===== src/hdl/rpcl_pkg.sv =====
// ----------------------------------------------------------------------------
// rpcl_pkg
// Shared types and constants of the RIFF/PNG container locator: signature
// patterns, result kind codes and the result record.
// ----------------------------------------------------------------------------
package rpcl_pkg;

  // Default offset counter width
  localparam int unsigned OFFSET_BITS_DEF = 32;

  // Scan window depth in bytes and number of RIFF size bytes
  localparam int unsigned WIN_BYTES  = 7;
  localparam int unsigned SIZE_BYTES = 4;

  // Result queue depth, a power of two
  localparam int unsigned FIFO_DEPTH = 4;

  // Signatures, first byte in the most significant position
  localparam logic [31:0] TAG_RIFF = 32'h5249_4646;
  localparam logic [31:0] TAG_PNG  = 32'h8950_4E47;
  localparam logic [63:0] TAG_IEND = 64'h4945_4E44_AE42_6082;

  // Container kind codes
  localparam logic KIND_RIFF = 1'b0;
  localparam logic KIND_PNG  = 1'b1;

  // One located container
  typedef struct packed {
    logic        container_kind;
    logic [31:0] start_offset;
    logic [31:0] end_offset;
    logic        truncated;
    logic        last_result;
  } result_t;

endpackage


===== src/hdl/rpcl_scan.sv =====
// ----------------------------------------------------------------------------
// rpcl_scan
// Scanner state and per-byte logic: signature window, RIFF size assembly,
// PNG open/close tracking. Produces up to two results per accepted byte.
// ----------------------------------------------------------------------------
module rpcl_scan #(
  parameter int unsigned OFFSET_BITS = rpcl_pkg::OFFSET_BITS_DEF
) (
  input  logic              clk,
  input  logic              rst_n,
  input  logic              cfg_wr_en,
  input  logic              cfg_wr_data,
  input  logic              byte_fire,
  input  logic [7:0]        data_byte,
  input  logic              end_of_stream,
  output rpcl_pkg::result_t res0,
  output rpcl_pkg::result_t res1,
  output logic [1:0]        res_count
);
  import rpcl_pkg::*;

  localparam int unsigned W     = OFFSET_BITS;
  localparam int unsigned SUMW  = ((W > 32) ? W : 32) + 1;
  localparam int unsigned WIN_W = 8 * WIN_BYTES;

  logic [WIN_W-1:0] window_r, window_nxt;
  logic [2:0]       fill_r, fill_nxt;
  logic [W-1:0]     pos_r, pos_nxt;
  logic [2:0]       left_r, left_nxt;
  logic [W-1:0]     riff_start_r, riff_start_nxt;
  logic [31:0]      acc_r, acc_nxt;
  logic             png_open_r, png_open_nxt;
  logic [W-1:0]     png_start_r, png_start_nxt;
  logic             big_endian_r, big_endian_nxt;

  // Offset to field width: zero-extend or keep the low 32 bits
  function automatic logic [31:0] to_field(input logic [W-1:0] v);
    logic [SUMW-1:0] t;
    t = SUMW'(v);
    return t[31:0];
  endfunction

  // Per-byte next state and results
  always_comb begin
    logic [WIN_W+7:0] cur;
    logic [1:0]       lane;
    logic [SUMW-1:0]  sum;
    logic [W-1:0]     riff_end;
    logic             have_a;
    result_t          res_a;
    result_t          res_t;
    logic             have_t;

    window_nxt     = window_r;
    fill_nxt       = fill_r;
    pos_nxt        = pos_r;
    left_nxt       = left_r;
    riff_start_nxt = riff_start_r;
    acc_nxt        = acc_r;
    png_open_nxt   = png_open_r;
    png_start_nxt  = png_start_r;
    big_endian_nxt = cfg_wr_en ? cfg_wr_data : big_endian_r;

    cur      = {window_r, data_byte};
    lane     = 2'(3'(SIZE_BYTES) - left_r);
    have_a   = 1'b0;
    have_t   = 1'b0;
    res_a    = '0;
    res_t    = '0;
    sum      = '0;
    riff_end = '0;
    res0     = '0;
    res1     = '0;
    res_count = 2'd0;

    if (byte_fire) begin
      if (left_r != 3'd0) begin
        // Assemble the RIFF size; these bytes skip the window
        if (big_endian_r) begin
          acc_nxt = {acc_r[23:0], data_byte};
        end else begin
          acc_nxt = acc_r | (32'(data_byte) << {lane, 3'b000});
        end
        left_nxt = left_r - 3'd1;
        if (left_r == 3'd1) begin
          // Saturate start + size at the largest offset
          sum      = SUMW'(riff_start_r) + SUMW'(acc_nxt);
          riff_end = (sum[SUMW-1:W] != '0) ? '1 : sum[W-1:0];
          have_a   = 1'b1;
          res_a.container_kind = KIND_RIFF;
          res_a.start_offset   = to_field(riff_start_r);
          res_a.end_offset     = to_field(riff_end);
          res_a.truncated      = 1'b0;
        end
      end else if (fill_r >= 3'd3 && cur[31:0] == TAG_RIFF) begin
        // RIFF tag: start sizing, flush the window
        riff_start_nxt = pos_r - W'(3);
        acc_nxt        = '0;
        left_nxt       = 3'(SIZE_BYTES);
        window_nxt     = '0;
        fill_nxt       = 3'd0;
      end else begin
        if (png_open_r) begin
          if (fill_r == 3'(WIN_BYTES) && cur == TAG_IEND) begin
            have_a               = 1'b1;
            res_a.container_kind = KIND_PNG;
            res_a.start_offset   = to_field(png_start_r);
            res_a.end_offset     = to_field(pos_r);
            res_a.truncated      = 1'b0;
            png_open_nxt         = 1'b0;
          end
        end else if (fill_r >= 3'd3 && cur[31:0] == TAG_PNG) begin
          png_open_nxt  = 1'b1;
          png_start_nxt = pos_r - W'(3);
        end
        window_nxt = cur[WIN_W-1:0];
        if (fill_r != 3'(WIN_BYTES)) begin
          fill_nxt = fill_r + 3'd1;
        end
      end

      pos_nxt = pos_r + W'(1);

      // Stream end: close an open PNG as truncated, drop everything else
      if (end_of_stream) begin
        if (png_open_nxt) begin
          have_t               = 1'b1;
          res_t.container_kind = KIND_PNG;
          res_t.start_offset   = to_field(png_start_nxt);
          res_t.end_offset     = to_field(pos_r);
          res_t.truncated      = 1'b1;
        end
        window_nxt     = '0;
        fill_nxt       = 3'd0;
        pos_nxt        = '0;
        left_nxt       = 3'd0;
        riff_start_nxt = '0;
        acc_nxt        = '0;
        png_open_nxt   = 1'b0;
        png_start_nxt  = '0;
      end

      // Order the results and mark the final one
      if (have_a && have_t) begin
        res0      = res_a;
        res1      = res_t;
        res1.last_result = 1'b1;
        res_count = 2'd2;
      end else if (have_a) begin
        res0      = res_a;
        res0.last_result = 1'b1;
        res_count = 2'd1;
      end else if (have_t) begin
        res0      = res_t;
        res0.last_result = 1'b1;
        res_count = 2'd1;
      end
    end
  end

  // Hold scanner state
  always_ff @(posedge clk) begin
    if (!rst_n) begin
      window_r     <= '0;
      fill_r       <= 3'd0;
      pos_r        <= '0;
      left_r       <= 3'd0;
      riff_start_r <= '0;
      acc_r        <= '0;
      png_open_r   <= 1'b0;
      png_start_r  <= '0;
      big_endian_r <= 1'b0;
    end else begin
      window_r     <= window_nxt;
      fill_r       <= fill_nxt;
      pos_r        <= pos_nxt;
      left_r       <= left_nxt;
      riff_start_r <= riff_start_nxt;
      acc_r        <= acc_nxt;
      png_open_r   <= png_open_nxt;
      png_start_r  <= png_start_nxt;
      big_endian_r <= big_endian_nxt;
    end
  end

endmodule


===== src/hdl/rpcl_out_fifo.sv =====
// ----------------------------------------------------------------------------
// rpcl_out_fifo
// Small result queue: takes up to two results per cycle, hands out one per
// output transaction. Signals room while at least two slots are free.
// ----------------------------------------------------------------------------
module rpcl_out_fifo (
  input  logic              clk,
  input  logic              rst_n,
  input  rpcl_pkg::result_t push0,
  input  rpcl_pkg::result_t push1,
  input  logic [1:0]        push_count,
  output logic              has_room,
  output logic              out_valid,
  input  logic              out_ready,
  output rpcl_pkg::result_t out_data
);
  import rpcl_pkg::*;

  localparam int unsigned PW = $clog2(FIFO_DEPTH);

  result_t       mem_r [FIFO_DEPTH];
  logic [PW-1:0] wr_r, wr_nxt;
  logic [PW-1:0] rd_r, rd_nxt;
  logic [PW:0]   count_r, count_nxt;
  logic          pop;

  assign pop       = out_valid && out_ready;
  assign out_valid = (count_r != '0);
  assign out_data  = mem_r[rd_r];
  assign has_room  = (count_r <= (PW + 1)'(FIFO_DEPTH - 2));

  // Advance pointers and occupancy
  always_comb begin
    wr_nxt    = wr_r + PW'(push_count);
    rd_nxt    = pop ? rd_r + PW'(1) : rd_r;
    count_nxt = count_r + (PW + 1)'(push_count) - (PW + 1)'(pop);
  end

  always_ff @(posedge clk) begin
    if (!rst_n) begin
      wr_r    <= '0;
      rd_r    <= '0;
      count_r <= '0;
    end else begin
      wr_r    <= wr_nxt;
      rd_r    <= rd_nxt;
      count_r <= count_nxt;
    end
  end

  // Store pushed results
  always_ff @(posedge clk) begin
    if (push_count != 2'd0) begin
      mem_r[wr_r] <= push0;
    end
    if (push_count == 2'd2) begin
      mem_r[wr_r + PW'(1)] <= push1;
    end
  end

endmodule


===== src/hdl/riff_png_container_locator_unit.sv =====
// ----------------------------------------------------------------------------
// riff_png_container_locator_unit
// Locates RIFF and PNG containers in a byte stream and reports their offsets.
// ----------------------------------------------------------------------------
// The unit takes one byte per clock cycle while in_tready is high and
// queues each byte's results. A "RIFF" tag and the four size bytes after it
// yield one RIFF result (end = start + size, saturated); a PNG signature and
// its IEND trailer yield one PNG result; a byte marked with in_tlast closes
// an open PNG as truncated and restarts offsets at zero. Signature compare,
// size add and state update all happen in the cycle the byte is accepted;
// results wait in a four-entry queue, and in_tready drops while fewer than
// two queue slots are free, so a stalled output side throttles the input.
// cfg_wr_data selects big-endian RIFF sizes; write it only while idle.
module riff_png_container_locator_unit #(
  parameter int unsigned OFFSET_BITS = rpcl_pkg::OFFSET_BITS_DEF
) (
  input  logic        clk,
  input  logic        rst_n,
  // configuration
  input  logic        cfg_wr_en,
  input  logic        cfg_wr_data,   // size_big_endian
  // byte input
  input  logic        in_tvalid,
  output logic        in_tready,
  input  logic [7:0]  in_tdata,      // [7:0] data_byte
  input  logic        in_tlast,      // end_of_stream
  // result output
  output logic        out_tvalid,
  input  logic        out_tready,
  output logic [63:0] out_tdata,     // [31:0] start_offset, [63:32] end_offset
  output logic [1:0]  out_tuser,     // [0] container_kind, [1] truncated
  output logic        out_tlast      // last_result
);
  import rpcl_pkg::*;

  logic       in_fire;
  result_t    res0;
  result_t    res1;
  logic [1:0] res_count;
  logic       has_room;
  result_t    head;

  assign in_tready = has_room;
  assign in_fire   = in_tvalid && in_tready;

  // Per-byte scanner
  rpcl_scan #(
    .OFFSET_BITS (OFFSET_BITS)
  ) u_scan (
    .clk           (clk),
    .rst_n         (rst_n),
    .cfg_wr_en     (cfg_wr_en),
    .cfg_wr_data   (cfg_wr_data),
    .byte_fire     (in_fire),
    .data_byte     (in_tdata),
    .end_of_stream (in_tlast),
    .res0          (res0),
    .res1          (res1),
    .res_count     (res_count)
  );

  // Result queue
  rpcl_out_fifo u_out_fifo (
    .clk        (clk),
    .rst_n      (rst_n),
    .push0      (res0),
    .push1      (res1),
    .push_count (res_count),
    .has_room   (has_room),
    .out_valid  (out_tvalid),
    .out_ready  (out_tready),
    .out_data   (head)
  );

  // Pack the head result onto the output bus
  assign out_tdata = {head.end_offset, head.start_offset};
  assign out_tuser = {head.truncated, head.container_kind};
  assign out_tlast = head.last_result;

endmodule

===== config.mk =====
export PLATFORM = sky130hd
export DESIGN_NAME = riff_png_container_locator_unit
export DESIGN_NICKNAME = d
export VERILOG_FILES = /design/src/hdl/rpcl_pkg.sv /design/src/hdl/rpcl_scan.sv /design/src/hdl/rpcl_out_fifo.sv /design/src/hdl/riff_png_container_locator_unit.sv
export SDC_FILE = /design/constraint.sdc
export NUM_CORES = 1
export LEC_CHECK = 0
export BUFFER_PORTS_ARGS = -buffer_cell sky130_fd_sc_hd__buf_4
export CAP_MARGIN = 20
export CORE_MARGIN = 2
export CORE_UTILIZATION = 45
export CTS_BUF_LIST = sky130_fd_sc_hd__clkbuf_4 sky130_fd_sc_hd__clkbuf_8
export DETAILED_ROUTE_END_ITERATION = 16
export SLEW_MARGIN = 20
export SYNTH_ARGS = -nofsm -noshare
export SYNTH_HDL_FRONTEND = slang
export SYNTH_SLANG_ARGS = --single-unit
export TNS_END_PERCENT = 50

===== constraint.sdc =====
create_clock -name clk -period 7 [get_ports clk]
set_clock_uncertainty 0.15 [all_clocks]
set_input_delay 0.7 -clock clk [delete_from_list [all_inputs] [get_ports clk]]
set_output_delay 0.7 -clock clk [all_outputs]
set_load 0.01 [all_outputs]

==> results.yml <==
run_status:
  status: "finished clean"
worst_setup_path:
  crit_type: "register to register"
  reg2regPathDepth: 13
  cp-start-kind: "register"
  cp-end-kind: "register"
  rr_endpoint: "u_out_fifo.mem_r[1][31]"
  critPathMaxFanout: 24
  crit_required_ns: 7.34
  cp.arrival_ns: 5.97
  reg2reg_from: "u_scan.png_open_r"
  r2r_setup_slack_ns: 1.37
synthesis:
  yosysTopAreaCell: "edfxtp_1"
  syn_inst: 2565
  synth_edf_count: 268
  synth-async-reset-ratio_pct: 0
  synth_area_sq_um: 25000
  synth_top_area_share_pct: 32.2
  ys_seq_area_share_pct: 48.3
  yosys_warnings: 0
  postSynthAreaPerCell_sq_um: 9.74
  synthFlopType: "edfxtp_1"
  synth_area_leaders: "edfxtp_1 (32%), dfxtp_1 (16%), mux4_2 (6.0%)"
  synth-seq-cells: 469
  ys_types: 81
  synth_nets: 2631
flow_run:
  cap_violations: 0
placed_design:
  io_buffer_count: 83
  place_ws_ns: 1.36
  hpwl_um: 54600
  place_inst: 3241
  gp_congestion: 0.920
cts:
  clk_latency_ns: 0.68
  cts.clk_slew.worst_paths_ns: 0.06
  cts_sinks: 469
  post_cts_resized: 0
  cts_setup_buffers: 0
  cts_max_level: 3
  cts_root_buffer: "clkbuf_8"
  clockBufferDepth: 3
  cts_buffers: 83
  ctsHoldBuffers: 0
  cts_tree: "yes"
die:
  die_h_um: 240
  core_area_sq_um: 55000
  chipWidth_um: 240
  dieArea_sq_um: 57400
  rows: 86
  pin_count: 84
  initial_core_util_pct: 45.4
power_and_ir_drop:
  power.density_nw_per_um2: 242
  p_leak_nw: 10.0
  vdd_drop_max_v: 0.000168
  report.power.total_w: 0.00679
timing:
  hold_viol_final: 0
  slew_viol_final: 0
  tightest_slew_ns: 1.10
  finalSetupViolCount: 0
  rsz0062_at_grt: "no"
  timing.final.ws_setup_ns: 1.37
  post-route-period-util_pct: 80.5
  relSlewSlack_pct: 26.8
  fmax_mhz: 178
  tns_ns: 0
  finalCriticalPeriod_ns: 5.63
drt:
  drt-pass1-iter-count: 5
  drt-total-wl_um: 83100
  vias: 21200
  postRouteAntennaNets: 0
  wire_per_inst_um: 24.5
  drc: 0
  viasPerCell: 6.23
  drt_iter0_drc: 2203
global_route:
  grt-ovfl-total: 0
  grt_pass1_vias: 20300
  grt_pass1_wl_um: 125000
  grt_use_total_pct: 28.9
  antenna_found_initial: 1
  grt_max_degree: 73
cells_and_area:
  syn2layout_area_growth_pct: 12.4
  drive_gt1_share_pct: 15.0
  fin_cells: 3395
  num-nets-final: 2644
  final_common_cell: "nand2_1"
  final_cell_mix: "nand2_1 (358), edfxtp_1 (268), a21oi_1 (243)"
hold_path:
  hold_class: "input port to register"
  hold_depth: 3
  min_from: "cfg_wr_data"
  hold_end: "u_scan.big_endian_r"
-- worst max path at each step --
stage                            from                       to  slack (ns)
floorplan                 in_tdata[3]   u_out_fifo.mem_r[0][0]       -0.46
global placement          in_tdata[3]  u_out_fifo.mem_r[3][27]        1.51
detailed placement        in_tdata[3]  u_out_fifo.mem_r[3][27]        1.36
CTS                 u_scan.png_open_r  u_out_fifo.mem_r[2][31]        1.49
global route        u_scan.png_open_r  u_out_fifo.mem_r[1][31]        1.15
finish              u_scan.png_open_r  u_out_fifo.mem_r[1][31]        1.37
-- where the power goes --
group / switching (W) / internal [W] / total (W)
logic: 0.000674 / 0.000338 / 0.00101
registers: 0.000119 / 0.00293 / 0.00305
clock network: 0.00117 / 0.00156 / 0.00273
-- sequential cells by signal, summed over array words and instances (netlist names), named ones only --
register / flops
u_scan.window_r: 56
u_scan.acc_r: 32
u_out_fifo.count_r: 3
u_scan.left_r: 3
u_scan.fill_r: 3
u_out_fifo.mem_r: 268
u_scan.big_endian_r: 1
u_out_fifo.rd_r: 2
u_scan.pos_r: 32
u_scan.png_open_r: 1
u_scan.riff_start_r: 32
u_out_fifo.wr_r: 2
u_scan.png_start_r: 32
-- cell type report --
type                       instances  area (sq um)
fill                            4970         26900
multi-input combinational       1858         12100
sequential                       469         12100
clock buffer                     137          1650
timing repair buffer             128          1040
tap                              748           936
inverter                          38           143
clock inverter                    16           131
antenna                            1          2.50
-- kinds of logic after synthesis --
family | share of synthesized area, %
simple gates | 17.5
compound gates | 18.0
flops | 48.3
buf+inv | 3.66
mux | 7.13
xor+xnor | 2.80
fa+ha+maj | 2.62
-- synth_stat cells (19+ instances only) --
cell and instances:
dfxtp_1 201, nand3_1 32, o22ai_1 126, a21oi_1 246, nor3_1 39, a22oi_1 39, nor2b_1 74, mux2i_1 20
o21a_1 19, nand4_1 48, ha_1 49, xor2_1 43, xnor2_1 35, mux4_2 67, nand2_1 359, inv_1 37
nor2_1 136, clkbuf_1 172, o21ai_0 185, nor3b_1 33, and2_1 64, edfxtp_1 268
-- per-stage QoR --
step	util [%]	area [sq um]	hold slack, ns
floorplan	-	25000	0.281
CTS	51.0	28100	0.133
finish	51.0	28100	0.176
global placement	47.8	26300	0.291
global route	51.0	28100	0.163
detailed placement	47.8	26300	0.293
-- metal layers --
layer,vias up,wire (um),global-route usage [%]
li1,9552,-,-
met1,10400,34600,39.4
met2,1059,38200,45.8
met3,175,7770,5.64
met4,2,2560,10.8
met5,-,14,0
-- worst max-delay path, cell delays in order (launching register included) --
cell and delay [ns]:
dfxtp_1 0.51, nor4bb_1 0.63, nand4_1 0.30, or4_1 0.68, o211ai_2 0.43, inv_2 0.07
ha_1 0.36, nor2_1 0.28, nand3_1 0.14, nand2_1 0.85, nand2_1 0.36, o21ai_2 0.46
nand2_1 0.12, o21ai_0 0.12
Power figures use the tool's default switching activity.
